File: src/rtl/core/pehp_pkg.sv
// pehp_pkg: shared types, codes and keyword tables for the pax extended header parser
// no dependencies
`default_nettype none
package pehp_pkg;

    localparam int LENGTH_BITS_DEF = 24;
    localparam int VALUE_BITS_DEF  = 64;
    localparam int NKEYS           = 10;
    localparam int KEY_IDX_BITS    = 4;

    typedef enum logic [1:0] {
        KIND_NUMBER = 2'd0,
        KIND_TEXT   = 2'd1,
        KIND_DONE   = 2'd2,
        KIND_ERROR  = 2'd3
    } kind_t;

    typedef enum logic [2:0] {
        PH_LEN        = 3'd0,
        PH_KEY        = 3'd1,
        PH_NUM_LEAD   = 3'd2,
        PH_NUM_ZERO   = 3'd3,
        PH_NUM_DIGITS = 3'd4,
        PH_SKIP       = 3'd5,
        PH_TEXT       = 3'd6,
        PH_HALT       = 3'd7
    } phase_t;

    typedef enum logic [1:0] {
        BASE_DEC    = 2'd0,
        BASE_OCT    = 2'd1,
        BASE_HEX    = 2'd2,
        BASE_SIGNED = 2'd3
    } base_t;

    // operation handed from front to back
    typedef enum logic [2:0] {
        OP_NONE   = 3'd0,
        OP_ACC    = 3'd1,
        OP_CLEAR  = 3'd2,
        OP_FINISH = 3'd3,
        OP_TEXT   = 3'd4,
        OP_NEG    = 3'd5
    } op_t;

    typedef struct packed {
        op_t        op;
        logic [1:0] radix_sel;
        logic [3:0] digit;
        logic [2:0] field_id;
        logic       numeric;
        logic [7:0] text_byte;
        logic       text_end;
        logic       last;
        logic       bad;
    } cmd_t;

    function automatic logic [3:0] key_len(input logic [3:0] k);
        case (k)
            4'd0: key_len = 4'd5;
            4'd1: key_len = 4'd7;
            4'd2: key_len = 4'd7;
            4'd3: key_len = 4'd5;
            4'd4: key_len = 4'd3;
            4'd5: key_len = 4'd8;
            4'd6: key_len = 4'd5;
            4'd7: key_len = 4'd4;
            4'd8: key_len = 4'd4;
            default: key_len = 4'd3;
        endcase
    endfunction

    // keyword letter at index i of key k, zero past its end
    function automatic logic [7:0] key_char(input logic [3:0] k, input logic [3:0] i);
        logic [63:0] s;
        logic [7:0]  c;
        begin
            case (k)
                4'd0: s = "atime";
                4'd1: s = "comment";
                4'd2: s = "charset";
                4'd3: s = "ctime";
                4'd4: s = "gid";
                4'd5: s = "linkpath";
                4'd6: s = "mtime";
                4'd7: s = "path";
                4'd8: s = "size";
                default: s = "uid";
            endcase
            if (i < key_len(k))
                c = s[8 * (key_len(k) - 4'd1 - i) +: 8];
            else
                c = 8'd0;
            key_char = c;
        end
    endfunction

    // field code, 8 for ignored keywords
    function automatic logic [3:0] key_field(input logic [3:0] k);
        case (k)
            4'd0: key_field = 4'd0;
            4'd3: key_field = 4'd1;
            4'd4: key_field = 4'd2;
            4'd5: key_field = 4'd7;
            4'd6: key_field = 4'd3;
            4'd7: key_field = 4'd6;
            4'd8: key_field = 4'd4;
            4'd9: key_field = 4'd5;
            default: key_field = 4'd8;
        endcase
    endfunction

    function automatic logic [4:0] digit_value(input logic [7:0] b);
        if (b >= "0" && b <= "9")
            digit_value = 5'(b - "0");
        else if (b >= "a" && b <= "f")
            digit_value = 5'(b - "a" + 8'd10);
        else if (b >= "A" && b <= "F")
            digit_value = 5'(b - "A" + 8'd10);
        else
            digit_value = 5'd31;
    endfunction

endpackage
`default_nettype wire

File: src/rtl/core/pehp_front.sv
// pehp_front: record framing, length parse, keyword match and number syntax, one byte per cycle while in_valid
// depends on pehp_pkg
`default_nettype none
module pehp_front
    import pehp_pkg::*;
#(
    parameter int LENGTH_BITS = LENGTH_BITS_DEF
)
(
    input  wire logic       clk,
    input  wire logic       rst_n,
    input  wire logic       in_valid,
    input  wire logic [7:0] header_byte,
    input  wire logic       last_byte,
    output cmd_t            cmd
);

    localparam logic [LENGTH_BITS-1:0] LEN_MAX = {LENGTH_BITS{1'b1}};

    phase_t                 phase_reg, phase_next;
    logic [LENGTH_BITS-1:0] len_reg, len_next;
    logic [LENGTH_BITS-1:0] pos_reg, pos_next;
    logic [NKEYS-1:0]       cand_reg, cand_next;
    logic [3:0]             kidx_reg, kidx_next;
    base_t                  base_reg, base_next;
    logic                   failed_reg, failed_next;
    logic [3:0]             field_reg, field_next;

    logic [4:0]             dv;
    logic                   is_sp;
    logic [LENGTH_BITS+3:0] len_mul;
    logic [3:0]             hit_field;
    logic [3:0]             hit_idx;
    logic                   hit_ok;
    logic                   ended;
    logic                   isnum;
    logic [1:0]             radix_code;

    always_comb
    begin
        dv = digit_value(header_byte);
        is_sp = header_byte == " " || (header_byte >= 8'd9 && header_byte <= 8'd13);
        len_mul = {4'd0, len_reg} * (LENGTH_BITS + 4)'(10)
                + (LENGTH_BITS + 4)'(header_byte - "0");
        hit_ok = 1'b0;
        hit_idx = 4'd0;
        for (int i = NKEYS - 1; i >= 0; i--)
        begin
            if (cand_reg[i] && key_len(4'(i)) == kidx_reg)
            begin
                hit_ok = 1'b1;
                hit_idx = 4'(i);
            end
        end
        hit_field = (hit_ok) ? key_field(hit_idx) : 4'd8;
        radix_code = (base_reg == BASE_OCT) ? 2'd1 : ((base_reg == BASE_HEX) ? 2'd2 : 2'd0);
    end

    always_comb
    begin
        phase_next = phase_reg;
        len_next = len_reg;
        pos_next = pos_reg;
        cand_next = cand_reg;
        kidx_next = kidx_reg;
        base_next = base_reg;
        failed_next = failed_reg;
        field_next = field_reg;
        ended = 1'b0;
        isnum = field_reg <= 4'd5;
        cmd = '0;
        cmd.op = OP_NONE;
        cmd.field_id = field_reg[2:0];
        cmd.numeric = isnum;
        cmd.radix_sel = radix_code;
        case (phase_reg)
            PH_LEN:
            begin
                if (header_byte >= "0" && header_byte <= "9")
                    len_next = (len_mul > {4'd0, LEN_MAX}) ? LEN_MAX : len_mul[LENGTH_BITS-1:0];
                else if (header_byte == " " && pos_reg != '0)
                    phase_next = PH_KEY;
                else
                begin
                    failed_next = 1'b1;
                    phase_next = PH_HALT;
                end
            end
            PH_KEY:
            begin
                if (pos_reg >= len_reg)
                begin
                    failed_next = 1'b1;
                    phase_next = PH_HALT;
                end
                else if (header_byte == "=")
                begin
                    field_next = hit_field;
                    cmd.op = OP_CLEAR;
                    if (pos_reg == len_reg - 1'b1)
                    begin
                        ended = 1'b1;
                        cmd.op = OP_FINISH;
                        cmd.field_id = hit_field[2:0];
                        cmd.numeric = hit_field <= 4'd5;
                        cmd.radix_sel = 2'd0;
                    end
                    else if (hit_field <= 4'd5)
                        phase_next = PH_NUM_LEAD;
                    else if (hit_field <= 4'd7)
                        phase_next = PH_TEXT;
                    else
                        phase_next = PH_SKIP;
                end
                else
                begin
                    for (int i = 0; i < NKEYS; i++)
                    begin
                        if (kidx_reg >= key_len(4'(i)) || key_char(4'(i), kidx_reg) != header_byte)
                            cand_next[i] = 1'b0;
                    end
                    if (kidx_reg != 4'd15)
                        kidx_next = kidx_reg + 4'd1;
                end
            end
            PH_HALT:
            begin
            end
            default:
            begin
                if (pos_reg >= len_reg - 1'b1)
                begin
                    ended = 1'b1;
                    cmd.op = OP_FINISH;
                end
                else if (phase_reg == PH_TEXT)
                begin
                    cmd.op = OP_TEXT;
                    cmd.text_byte = header_byte;
                    cmd.text_end = pos_reg == len_reg - 2'd2;
                end
                else if (phase_reg == PH_NUM_LEAD)
                begin
                    if (is_sp && base_reg != BASE_SIGNED)
                    begin
                    end
                    else if ((header_byte == "+" || header_byte == "-")
                             && base_reg != BASE_SIGNED)
                    begin
                        base_next = BASE_SIGNED;
                        if (header_byte == "-")
                            cmd.op = OP_NEG;
                    end
                    else if (header_byte == "0")
                    begin
                        base_next = BASE_OCT;
                        phase_next = PH_NUM_ZERO;
                    end
                    else if (dv >= 5'd1 && dv <= 5'd9)
                    begin
                        base_next = BASE_DEC;
                        cmd.op = OP_ACC;
                        cmd.digit = dv[3:0];
                        cmd.radix_sel = 2'd0;
                        phase_next = PH_NUM_DIGITS;
                    end
                    else
                        phase_next = PH_SKIP;
                end
                else if (phase_reg == PH_NUM_ZERO)
                begin
                    if (header_byte == "x" || header_byte == "X")
                    begin
                        base_next = BASE_HEX;
                        phase_next = PH_NUM_DIGITS;
                    end
                    else if (dv < 5'd8)
                    begin
                        cmd.op = OP_ACC;
                        cmd.digit = dv[3:0];
                        cmd.radix_sel = 2'd1;
                        phase_next = PH_NUM_DIGITS;
                    end
                    else
                        phase_next = PH_SKIP;
                end
                else if (phase_reg == PH_NUM_DIGITS)
                begin
                    if (dv < ((base_reg == BASE_OCT) ? 5'd8 :
                              ((base_reg == BASE_HEX) ? 5'd16 : 5'd10)))
                    begin
                        cmd.op = OP_ACC;
                        cmd.digit = dv[3:0];
                    end
                    else
                        phase_next = PH_SKIP;
                end
            end
        endcase
        if (ended)
        begin
            phase_next = PH_LEN;
            len_next = '0;
            pos_next = '0;
            cand_next = '1;
            kidx_next = 4'd0;
            base_next = BASE_DEC;
            field_next = 4'd8;
        end
        else if (pos_reg != LEN_MAX)
            pos_next = pos_reg + 1'b1;
        cmd.last = last_byte;
        cmd.bad = failed_next || phase_next != PH_LEN || pos_next != '0;
        if (last_byte)
        begin
            phase_next = PH_LEN;
            len_next = '0;
            pos_next = '0;
            cand_next = '1;
            kidx_next = 4'd0;
            base_next = BASE_DEC;
            failed_next = 1'b0;
            field_next = 4'd8;
        end
        if (!in_valid)
            cmd = '0;
    end

    always_ff @(posedge clk or negedge rst_n)
    begin
        if (!rst_n)
        begin
            phase_reg <= PH_LEN;
            len_reg <= '0;
            pos_reg <= '0;
            cand_reg <= '1;
            kidx_reg <= 4'd0;
            base_reg <= BASE_DEC;
            failed_reg <= 1'b0;
            field_reg <= 4'd8;
        end
        else if (in_valid)
        begin
            phase_reg <= phase_next;
            len_reg <= len_next;
            pos_reg <= pos_next;
            cand_reg <= cand_next;
            kidx_reg <= kidx_next;
            base_reg <= base_next;
            failed_reg <= failed_next;
            field_reg <= field_next;
        end
    end

    assert property (@(posedge clk) disable iff (!rst_n)
        (in_valid && last_byte) |=> (phase_reg == PH_LEN && pos_reg == '0))
        else $error("front not reset after last byte");
    assert property (@(posedge clk) disable iff (!rst_n)
        (phase_reg == PH_HALT) |-> failed_reg)
        else $error("halt without failure");
    assert property (@(posedge clk) disable iff (!rst_n)
        (phase_reg == PH_TEXT) |-> (field_reg == 4'd6 || field_reg == 4'd7))
        else $error("text phase on non-text field");

endmodule
`default_nettype wire

File: src/rtl/core/pehp_cmd_fifo.sv
// pehp_cmd_fifo: short command queue between front and back
// depends on pehp_pkg
`default_nettype none
module pehp_cmd_fifo
    import pehp_pkg::*;
(
    input  wire logic clk,
    input  wire logic rst_n,
    input  wire logic wr_en,
    input  wire cmd_t wr_data,
    output logic      full,
    input  wire logic rd_en,
    output cmd_t      rd_data,
    output logic      empty
);

    cmd_t       mem_reg [4];
    logic [1:0] wp_reg, rp_reg;
    logic [2:0] cnt_reg;

    assign full = cnt_reg == 3'd4;
    assign empty = cnt_reg == 3'd0;
    assign rd_data = mem_reg[rp_reg];

    always_ff @(posedge clk)
    begin
        if (wr_en && !full)
            mem_reg[wp_reg] <= wr_data;
    end

    always_ff @(posedge clk or negedge rst_n)
    begin
        if (!rst_n)
        begin
            wp_reg <= 2'd0;
            rp_reg <= 2'd0;
            cnt_reg <= 3'd0;
        end
        else
        begin
            if (wr_en && !full)
                wp_reg <= wp_reg + 2'd1;
            if (rd_en && !empty)
                rp_reg <= rp_reg + 2'd1;
            cnt_reg <= cnt_reg + 3'(wr_en && !full) - 3'(rd_en && !empty);
        end
    end

    assert property (@(posedge clk) disable iff (!rst_n) cnt_reg <= 3'd4)
        else $error("queue count overflow");
    assert property (@(posedge clk) disable iff (!rst_n)
        (full && !(rd_en && !empty)) |=> full)
        else $error("full dropped without read");
    assert property (@(posedge clk) disable iff (!rst_n)
        (wp_reg == rp_reg) |-> (cnt_reg == 3'd0 || cnt_reg == 3'd4))
        else $error("pointer and count disagree");

endmodule
`default_nettype wire

File: src/rtl/core/pehp_back.sv
// pehp_back: value accumulator and result emitter, up to two items per command
// depends on pehp_pkg
`default_nettype none
module pehp_back
    import pehp_pkg::*;
#(
    parameter int VALUE_BITS = VALUE_BITS_DEF
)
(
    input  wire logic                  clk,
    input  wire logic                  rst_n,
    input  wire logic                  cmd_valid,
    input  wire cmd_t                  cmd,
    output logic                       cmd_take,
    output logic                       res_valid,
    input  wire logic                  res_take,
    output logic [1:0]                 kind,
    output logic [2:0]                 field_id,
    output logic [VALUE_BITS-1:0]      number,
    output logic [7:0]                 text_byte,
    output logic                       text_end
);

    localparam logic [VALUE_BITS-1:0] VAL_MAX = {VALUE_BITS{1'b1}};

    logic [VALUE_BITS-1:0] acc_reg, acc_next;
    logic                  neg_reg, neg_next;
    logic                  ovf_reg, ovf_next;
    logic                  status_reg, status_next;
    logic                  sbad_reg, sbad_next;
    logic                  ov_reg;
    logic [1:0]            okind_reg;
    logic [2:0]            ofield_reg;
    logic [VALUE_BITS-1:0] onum_reg;
    logic [7:0]            obyte_reg;
    logic                  oend_reg;

    logic [VALUE_BITS+4:0] prod;
    logic [VALUE_BITS-1:0] final_num;
    logic                  out_free;
    logic                  emit1;
    logic [1:0]            e_kind;
    logic [2:0]            e_field;
    logic [VALUE_BITS-1:0] e_num;
    logic [7:0]            e_byte;
    logic                  e_end;

    assign out_free = !ov_reg || res_take;
    assign res_valid = ov_reg;
    assign kind = okind_reg;
    assign field_id = ofield_reg;
    assign number = onum_reg;
    assign text_byte = obyte_reg;
    assign text_end = oend_reg;

    always_comb
    begin
        case (cmd.radix_sel)
            2'd1: prod = {acc_reg, 3'd0} + (VALUE_BITS + 5)'(cmd.digit);
            2'd2: prod = {acc_reg, 4'd0} + (VALUE_BITS + 5)'(cmd.digit);
            default: prod = {acc_reg, 3'd0} + {2'd0, acc_reg, 1'b0}
                          + (VALUE_BITS + 5)'(cmd.digit);
        endcase
        if (ovf_reg)
            final_num = VAL_MAX;
        else if (neg_reg)
            final_num = '0 - acc_reg;
        else
            final_num = acc_reg;
    end

    // a pending status item is sent before the next command is taken
    always_comb
    begin
        acc_next = acc_reg;
        neg_next = neg_reg;
        ovf_next = ovf_reg;
        status_next = status_reg;
        sbad_next = sbad_reg;
        cmd_take = 1'b0;
        emit1 = 1'b0;
        e_kind = KIND_NUMBER;
        e_field = 3'd0;
        e_num = '0;
        e_byte = 8'd0;
        e_end = 1'b0;
        if (status_reg)
        begin
            if (out_free)
            begin
                emit1 = 1'b1;
                e_kind = sbad_reg ? KIND_ERROR : KIND_DONE;
                status_next = 1'b0;
            end
        end
        else if (cmd_valid && out_free)
        begin
            cmd_take = 1'b1;
            case (cmd.op)
                OP_ACC:
                begin
                    if (!ovf_reg)
                    begin
                        if (prod[VALUE_BITS+4:VALUE_BITS] != '0)
                            ovf_next = 1'b1;
                        else
                            acc_next = prod[VALUE_BITS-1:0];
                    end
                end
                OP_NEG:
                    neg_next = 1'b1;
                OP_CLEAR:
                begin
                    acc_next = '0;
                    neg_next = 1'b0;
                    ovf_next = 1'b0;
                end
                OP_TEXT:
                begin
                    emit1 = 1'b1;
                    e_kind = KIND_TEXT;
                    e_field = cmd.field_id;
                    e_byte = cmd.text_byte;
                    e_end = cmd.text_end;
                end
                OP_FINISH:
                begin
                    if (cmd.numeric)
                    begin
                        emit1 = 1'b1;
                        e_kind = KIND_NUMBER;
                        e_field = cmd.field_id;
                        e_num = final_num;
                    end
                    acc_next = '0;
                    neg_next = 1'b0;
                    ovf_next = 1'b0;
                end
                default:
                begin
                end
            endcase
            if (cmd.last)
            begin
                acc_next = '0;
                neg_next = 1'b0;
                ovf_next = 1'b0;
                if (emit1)
                begin
                    status_next = 1'b1;
                    sbad_next = cmd.bad;
                end
                else
                begin
                    emit1 = 1'b1;
                    e_kind = cmd.bad ? KIND_ERROR : KIND_DONE;
                end
            end
        end
    end

    always_ff @(posedge clk)
    begin
        if (emit1)
        begin
            okind_reg <= e_kind;
            ofield_reg <= e_field;
            onum_reg <= e_num;
            obyte_reg <= e_byte;
            oend_reg <= e_end;
        end
    end

    always_ff @(posedge clk or negedge rst_n)
    begin
        if (!rst_n)
        begin
            acc_reg <= '0;
            neg_reg <= 1'b0;
            ovf_reg <= 1'b0;
            status_reg <= 1'b0;
            sbad_reg <= 1'b0;
            ov_reg <= 1'b0;
        end
        else
        begin
            acc_reg <= acc_next;
            neg_reg <= neg_next;
            ovf_reg <= ovf_next;
            status_reg <= status_next;
            sbad_reg <= sbad_next;
            if (emit1)
                ov_reg <= 1'b1;
            else if (res_take)
                ov_reg <= 1'b0;
        end
    end

    assert property (@(posedge clk) disable iff (!rst_n)
        status_reg |-> !cmd_take)
        else $error("command taken while status pending");
    assert property (@(posedge clk) disable iff (!rst_n)
        (ov_reg && !res_take) |=> ov_reg)
        else $error("result lost");
    assert property (@(posedge clk) disable iff (!rst_n)
        (ov_reg && !res_take) |-> !emit1)
        else $error("result overwritten");

endmodule
`default_nettype wire

File: src/rtl/core/pax_extended_header_parser_unit.sv
// pax_extended_header_parser_unit: top level of the pax extended header record parser
// depends on pehp_pkg, pehp_front, pehp_cmd_fifo, pehp_back
`default_nettype none
// Takes one header byte per cycle while the queue is not full. The front parses
// lengths and matches keywords in the cycle a byte is pushed and writes one
// command into a four-entry queue; the back applies each command, with one
// constant multiply-add per digit, and registers any result item. Sustained
// rate is one byte per cycle while results are popped; a last byte that finishes
// a numeric record or carries a text byte emits two items and holds the back
// until the second is sent. Items pass the queue and the back's output register.
module pax_extended_header_parser_unit
    import pehp_pkg::*;
#(
    parameter int LENGTH_BITS = LENGTH_BITS_DEF,
    parameter int VALUE_BITS  = VALUE_BITS_DEF
)
(
    input  wire logic                  clk,
    input  wire logic                  rst_n,
    input  wire logic                  push,
    output logic                       full,
    input  wire logic [7:0]            header_byte,
    input  wire logic                  last_byte,
    output logic                       empty,
    input  wire logic                  pop,
    output logic [1:0]                 kind,
    output logic [2:0]                 field_id,
    output logic [VALUE_BITS-1:0]      number,
    output logic [7:0]                 text_byte,
    output logic                       text_end
);

    cmd_t fcmd, qcmd;
    logic accept, qempty, take, rvalid;

    assign accept = push && !full;
    assign empty = !rvalid;

    pehp_front #(.LENGTH_BITS(LENGTH_BITS)) u_front
    (
        .clk(clk), .rst_n(rst_n), .in_valid(accept),
        .header_byte(header_byte), .last_byte(last_byte), .cmd(fcmd)
    );

    pehp_cmd_fifo u_fifo
    (
        .clk(clk), .rst_n(rst_n), .wr_en(accept), .wr_data(fcmd), .full(full),
        .rd_en(take), .rd_data(qcmd), .empty(qempty)
    );

    pehp_back #(.VALUE_BITS(VALUE_BITS)) u_back
    (
        .clk(clk), .rst_n(rst_n), .cmd_valid(!qempty), .cmd(qcmd), .cmd_take(take),
        .res_valid(rvalid), .res_take(pop), .kind(kind), .field_id(field_id),
        .number(number), .text_byte(text_byte), .text_end(text_end)
    );

endmodule
`default_nettype wire

File: config.mk
export PLATFORM = sky130hd
export DESIGN_NAME = pax_extended_header_parser_unit
export DESIGN_NICKNAME = d
export VERILOG_FILES = /design/src/rtl/core/pehp_pkg.sv /design/src/rtl/core/pehp_front.sv /design/src/rtl/core/pehp_cmd_fifo.sv /design/src/rtl/core/pehp_back.sv /design/src/rtl/core/pax_extended_header_parser_unit.sv
export SDC_FILE = /design/constraint.sdc
export NUM_CORES = 1
export LEC_CHECK = 0
export BUFFER_PORTS_ARGS = -buffer_cell sky130_fd_sc_hd__buf_2
export CORE_ASPECT_RATIO = 1.2
export CORE_MARGIN = 8
export CORE_UTILIZATION = 44
export DETAILED_ROUTE_END_ITERATION = 12
export HOLD_SLACK_MARGIN = 0.15
export PLACE_DENSITY_LB_ADDON = 0.25
export RECOVER_POWER = 100
export REMOVE_ABC_BUFFERS = 1
export SYNTH_ARGS = -nofsm -noshare
export SYNTH_HDL_FRONTEND = slang
export SYNTH_SLANG_ARGS = --single-unit
File: constraint.sdc
create_clock -name clk -period 7.1 [get_ports clk]
set_input_delay 1.065 -clock clk [delete_from_list [all_inputs] [get_ports clk]]
set_output_delay 1.065 -clock clk [all_outputs]
set_load 0.02 [all_outputs]
==> key figures, run 1 <==
Cells and area
  • Share of layout cells above drive strength 1: 0.0553
  • Most frequent cells in the layout: nand2_1 (317), a21oi_1 (313), nor2_1 (233)
  • Most common cell after layout, fill and taps aside: nand2_1
  • Nets: about 3700
  • Fillers: 6660
  • Area growth syn-to-layout: 7.10%
  • Non-Filler Instances: 4355
  • Max reg flops: 96

Worst hold path
  • Hold Crit Class: reg -> reg
  • Hold path depth: 2
  • Hold Startpoint: u_front.cand_reg[4]
  • Hold Path Sink: u_front.cand_reg[4]

Setup path
  • WP buf/inv: 1
  • FF-to-FF Start: u_back.acc_reg[2]
  • Max incr delay on CP: approximately 0.7 ns
  • R2R cell count: 17
  • Critical path class: reg -> reg
  • Cell family with most CP delay: simple AND/OR/NAND/NOR gates
  • Worst-path maximum fanout: 42
  • CP arrival: 7.02 ns
  • R2R Setup Slk: 0.58 ns
  • CP max stage cell: o31ai_1
  • Startpoint class of the critical path: flip-flop
  • Data required time of the worst path: approximately 7.6 ns
  • Most common cell on crit path: a41oi_1
  • Worst path cell trace: ha_1, fa_1, a21o_1, a221oi_1, or3b_1, nand2_1, a41oi_1, a21boi_0, or4b_1, nor4_4, nand4_2, nor2_2, a41oi_1, o31ai_1, and3b_2, buf_12, a32o_1
  • CP endpoint kind: flip-flop
  • RR Endpoint: u_back.acc_reg[55]

STA
  • Slew Limit Headroom: -1.17
  • Worst hold margin: ~0.48 ns
  • Hold Vio Cnt, Final: 0
  • Tmin final: 6.52 ns
  • Setup TNS Final: 0 ns
  • Final setup vio count: 0
  • Skew final: 0.0421 ns
  • Crit share post-route: 0.918
  • Slew Viols, Final: 313
  • Max Freq: 153 MHz
  • RSZ-0062 raised after global routing: false
  • Slew @ Worst Pin: about 3.3 ns

Place
  • Cells after DPL: 4286
  • RD Place Congestion: 0.926
  • Post-DP HPWL: 62200 um
  • Number of port buffers: 92

Power and ir drop
  • P per Cell Area: 484 mW/mm^2
  • Maximum vdd drop: 0.000474 V
  • Leak pwr: 12.7 nW
  • Total Power: 0.0153 W

Detailed routing
  • Via-to-Cell Ratio: 6.08
  • Residual DRC: 0
  • Antenna viol nets, final: 0
  • Initial DRT Pass Iterations: 6
  • Drt first-iter violations: 2132
  • Via count: 26500
  • Routed len/inst: 19.1 um
  • Drt total wl: about 83000 um

Floorplanning
  • Die height: roughly 300 um
  • Core box area: 0.0669 sq mm
  • FP Rows: 104
  • IO Pins: 93
  • Die width: 253 um
  • Initial Utilization: 0.443
  • DIE AREA: 0.0759 sq mm

Clocking
  • Sink Count: between 300 and 400
  • H-tree depth: 2
  • CTS tree: built
  • Root Buffer: clkbuf_16
  • Clock Latency Late Sink: 0.58 ns
  • # Post-CTS Setup Buffers: 0
  • Post-CTS Resized: 0
  • Clock-pin slew on the worst setup and hold paths: 0.06 ns
  • # hold bufs at CTS: 0
  • Worst-case clock buffer depth: 3
  • TritonCTS buffer count: 37

Logic synthesis
  • Leading register cell type out of synthesis: edfxtp_1
  • Fraction of the mapped netlist area in simple logic gates: 0.199
  • Seq cells post-synth: 322
  • Synth top area cells: edfxtp_1 (18%), dfrtp_1 (12%), ha_1 (9.6%)
  • Post-synthesis xor/xnor area fraction: 0.0956
  • Largest family of logic cells by synthesized area: compound AO/OA/AOI/OAI gates
  • Mapped Area: around 0.030 sq mm
  • Ys Warns: 0
  • Post-synth EDFFs: 174
  • Post-synthesis adder-cell area fraction: 0.0993
  • Top cell type's share of synthesized area: 0.177
  • Mapped Cells: between 3000 and 4000
  • Compound-cell area share of the yosys netlist: 0.229
  • Yosys top cell by area: edfxtp_1
  • FFs w/ async S/R, synth: 0.460
  • Syn_area_per_cell: 8.47 sq um
  • Cell variety after synth: 90
  • Sequential-to-total area share from yosys stat: 0.302
  • Mux cell area share after synthesis: 0.0293

Global route
  • Vias in the first global route: 25500
  • Initial antenna violation count: 1
  • GRT Max-Usage Layer: met2
  • Met2 Track Usage GR: 0.374
  • First-pass GRT wire length: 133000 um
  • Global router's overall resource usage: 0.212
  • Pin count of the biggest net entering global routing: 71
  • GRT overflow: 0
  • GR Util met3: 0.0208
  • Met1 usage: 0.265

Run
  • Max-Cap Viols: 9

Run status
  • Status: finished, violations left
  • Failing checks: capacitance limit, slew limit
==> final cells by class <==
cell class,count,area [sq um],area share
antenna,1,2.50,0.0000789
clock buffer,48,1020,0.0321
clock inverter,20,263,0.00829
inverter,101,379,0.0120
multi-input combinational,2828,19300,0.610
sequential,322,8940,0.282
tap,901,1130,0.0356
timing repair buffer,134,629,0.0199
==> synth_stat cells, types with 12 or more instances <==
master       n
and3_1      54
o22ai_1     16
ha_1       226
xor2_1     135
a21oi_1    313
o31ai_1     36
a21boi_0    12
clkbuf_1   213
a211oi_1    23
nand2_1    318
a2111oi_0   14
edfxtp_1   174
o21a_1      36
or3_1       21
a22oi_1     14
nand2b_1    22
o211ai_1    13
dfrtp_1    137
o2111ai_1   12
a221oi_1    47
and2_1      37
buf_1       14
mux2_2      12
nor2b_1     36
nor3_1      90
a31oi_1     50
nand3_1    114
mux2i_1     19
inv_1       96
and4_1      23
a21o_1      62
nor2_1     233
or2_2       17
xnor2_1    188
nand4_1     83
nor4_1      54
a22o_1      71
o21ai_1     19
o21bai_1    18
o21ai_0    206
o41ai_1     13
mux4_2      24
==> worst register-to-register path, stage by stage, from the launching register on <==
cell      delay [ns]
dfrtp_1         0.53
ha_1            0.30
fa_1            0.41
a21o_1          0.21
a221oi_1        0.48
or3b_1          0.35
nand2_1         0.12
a41oi_1         0.42
a21boi_0        0.18
or4b_1          0.59
nor4_4          0.31
nand4_2         0.19
nor2_2          0.31
a41oi_1         0.15
o31ai_1         0.70
and3b_2         0.70
buf_12          0.29
a32o_1          0.21
==> routing by layer <==
metal / vias up / part of all wire
met1: 12600 / 0.42
met4: 0 / 0.036
li1: 12900 / -
met2: 745 / 0.49
met5: - / 0
met3: 161 / 0.050
==> worst max path at each step <==
stage / cells after the start / endpoint / startpoint / slack, ns
after global placement: 17 / u_back.acc_reg[55] / u_back.acc_reg[2] / 0.90
after floorplan: 7 / u_back.acc_reg[55] / u_fifo.rp_reg[0] / 0.88
after global routing: 2 / u_back.neg_reg / rst_n / 0.1
after CTS: 23 / u_front.len_reg[1] / u_front.len_reg[1] / 0.69
final: 17 / u_back.acc_reg[55] / u_back.acc_reg[2] / 0.58
after detailed placement: 23 / u_front.len_reg[1] / u_front.len_reg[1] / 0.74
==> cells by family (layout without fill, tap and decap cells) <==
family,Yosys count,count (layout)
AND/OR/NAND/NOR,1169,1169
AO/OA/AOI/OAI,1049,1049
buffers and inverters,343,303
XOR/XNOR,323,323
flip-flops,322,322
adder cells (fa/ha/maj),232,232
multiplexers,55,55
other,0,1
==> where the power goes <==
| group | switching, W | internal [W] |
|---|---|---|
| combinational | 0.00617 | 0.00369 |
| sequential | 0.000727 | 0.00276 |
| clock | 0.000847 | 0.00115 |
| total | 0.00774 | 0.00760 |
==> through the flow <==
step | worst slack (ns) | area [sq um] | util
final | 0.581 | 31700 | 0.474
after global routing | 0.0961 | 31700 | 0.474
after CTS | 0.690 | 31900 | 0.477
after detailed placement | 0.740 | 30600 | 0.457
after global placement | 0.899 | 30600 | 0.457
after floorplan | 0.878 | 28600 | -
(Power assumes the default switching activity.)
==> run 2, diff against run 1 <==
- clock period: 7.1 -> 5.5 ns (I/O delays scaled with it)
==> run 2 against run 1 <==
Against the previous run:
- the run still ends with capacitance limit, slew limit left
- combinational power is 39% higher
- sequential cell count stayed put
- sequential share of layout area is 0.95 points lower
- sequential power is 21% higher
- register-to-register slack worse by 0.37 ns
- die area stayed put
- non-clock buffer count is 133 higher
- first-iteration DRC count is 7.0% lower
- worst setup slack worse by 0.37 ns
- final cell count is 3.0% higher
==> key figures, run 2 (synthesis results as in run 1) <==
Global route
  • First-pass GRT wire length: 139000 um
  • Initial antenna violation count: 1
  • Vias in the first global route: about 26000
  • GRT overflow: 0
  • Global router's overall resource usage: 0.221
  • Pin count of the biggest net entering global routing: 87

Setup path
  • FF-to-FF Start: u_back.acc_reg[2]
  • Worst path cell trace: ha_1, o211a_1, a211o_1, and4b_1, or3_1, a221o_1, and4b_1, nand4_1, nor3_1, nand3_1, nor2_2, a41oi_1, o31ai_2, buf_4, and3b_2, buf_4, a22o_1
  • RR Endpoint: u_back.acc_reg[4]
  • WP buf/inv: 2
  • CP endpoint kind: flip-flop
  • R2R cell count: 17
  • Cell family with most CP delay: simple AND/OR/NAND/NOR gates
  • CP max stage cell: nor3_1
  • Max incr delay on CP: approximately 0.52 ns
  • Worst-path maximum fanout: 15
  • Startpoint class of the critical path: flip-flop
  • R2R Setup Slk: a little over 0.2 ns
  • CP arrival: 5.80 ns
  • Data required time of the worst path: about 6 ns
  • Critical path class: reg -> reg

Power and ir drop
  • Pint: 0.0102 W
  • NetSw: just over 0.01 W
  • Seq pwr share: 0.206
  • Gate power share: 0.671
  • Clock share of power: 0.123
  • P per Cell Area: 623 mW/mm^2
  • Maximum vdd drop: approximately 0.0007 V
  • Sw Ratio: 0.501
  • Leak pwr: between 10 and 15 nW

STA
  • Slew @ Worst Pin: 4.03 ns
  • Crit share post-route: 0.962
  • Slew Limit Headroom: -1.69
  • Tmin final: 5.29 ns
  • Max Freq: approximately 190 MHz
  • Hold Vio Cnt, Final: 0
  • Worst hold margin: 0.487 ns
  • Final setup vio count: 0
  • Slew Viols, Final: 164
  • Skew final: roughly 0.045 ns

Detailed routing
  • WL met1: about 38000 um
  • Residual DRC: 0
  • Drt total wl: 86300 um
  • Antenna viol nets, final: 0
  • DR top layer: met4
  • Drt first-iter violations: 1982
  • Routed len/inst: 19.2 um
  • Initial DRT Pass Iterations: 6
  • Via-to-Cell Ratio: 6.02
  • Via count: 27000
  • Met3 routed WL: 4170 um
  • DR WL met2: 41900 um

Worst hold path
  • Hold Startpoint: u_front.cand_reg[8]
  • Hold path depth: 2
  • Hold Path Sink: u_front.cand_reg[8]
  • Hold Crit Class: reg -> reg

Cells and area
  • Max reg flops: 96
  • Nets: 3801
  • Area growth syn-to-layout: 10.8%
  • Share of layout cells above drive strength 1: 0.0951
  • Most frequent cells in the layout: nand2_1 (317), a21oi_1 (311), nor2_1 (232)
  • Most common cell after layout, fill and taps aside: nand2_1
  • Post-route cell area: 0.0328 sq mm

Floorplanning
  • DIE AREA: 0.0759 sq mm
  • Die width: 253 um
  • IO Pins: 93
  • Die height: between 300 and 400 um
  • Initial Utilization: 0.443
  • Core box area: 0.0669 sq mm
  • FP Rows: 104

Place
  • Number of port buffers: 92
  • Post-DP HPWL: 65400 um
  • Cell Area, Placed: 0.0316 sq mm
  • RD Place Congestion: ~0.97

Clocking
  • CTS tree: built
  • Clock Latency Late Sink: 0.58 ns
  • H-tree depth: 2
  • Root Buffer: clkbuf_16
  • Sink Count: 322
  • Clock-pin slew on the worst setup and hold paths: 0.06 ns
  • TritonCTS buffer count: 37
  • Worst-case clock buffer depth: 3

Run status
  • Failing checks: capacitance limit, slew limit
  • Status: finished, violations left

Run
  • Max-Cap Viols: 5
## run 2: changes by cell type in the layout (fill, tap and decap cells not counted), moves of 3 or more
cell / before / now
buf_12: 1 / 5
o21ai_1: 14 / 23
clkbuf_1: 101 / 98
buf_4: 25 / 157
o21ai_0: 211 / 200
a21boi_0: 12 / 9
clkinv_1: 4 / 9
clkbuf_8: 5 / 2
## run 2: power groups by stage
stage	registers [W]	clock network, W	logic [W]
floorplan	0.00475	0	0.00919
global placement	0.00421	0	0.0136
detailed placement	0.00422	0	0.0137
CTS	0.00418	0.00258	0.0138
global route	0.00432	0.00265	0.0152
finish	0.00421	0.00252	0.0137
## run 2: cell type report
class                           instances  area, sq um
Inverter                              101          379
Multi-Input combinational cell       2828        19400
Clock buffer                           48          987
Fill cell                            6484        34100
Antenna cell                            1         2.50
Clock inverter                         19          229
Tap cell                              901         1130
Sequential cell                       322         8940
Timing Repair Buffer                  267         1700
## run 2: per-layer routing
layer,up-vias,track usage
met1,12900,0.284
li1,13200,-
met2,807,0.386
met3,154,0.0217
met5,-,0
met4,0,0.0743
## run 2: tightest hold or removal path: cells and delay by family, from the launching register on
family / cells / cell delay [ns]
compound gates: 1 / 0.07
flops: 1 / 0.37
simple gates: 1 / 0.05
## run 2: what timing repair did
item	4_1_cts	5_1_grt
hold buffers	0	0
resized for setup	3	27
pin swaps	1	4
setup endpoints to repair	22	133
buffers inserted	1	1
## run 2: per-stage QoR
stage                      util    TNS, ns  setup slack (ns)  instances  power [W]
after global placement    0.473  -0.000631         -0.000631       4417     0.0178
after floorplan               -    -115.69            -0.722       3251     0.0139
final                     0.491          0             0.207       4487     0.0205
after detailed placement  0.473     -0.775           -0.0661       4417     0.0179
after CTS                 0.491          0           0.00187       4485     0.0205
after global routing      0.491    -0.0736           -0.0184       4487     0.0222
## run 2: how the worst max path moves through the flow
stage,cells past startpoint,startpoint,end
2_1_floorplan,7,u_fifo.rp_reg[0],u_back.acc_reg[55]
3_3_place_gp,26,u_front.len_reg[3],u_front.len_reg[22]
3_5_place_dp,26,u_front.len_reg[3],u_front.len_reg[15]
4_1_cts,27,u_front.len_reg[3],u_front.len_reg[10]
5_1_grt,27,u_front.len_reg[3],u_front.len_reg[15]
6_report,17,u_back.acc_reg[2],u_back.acc_reg[4]
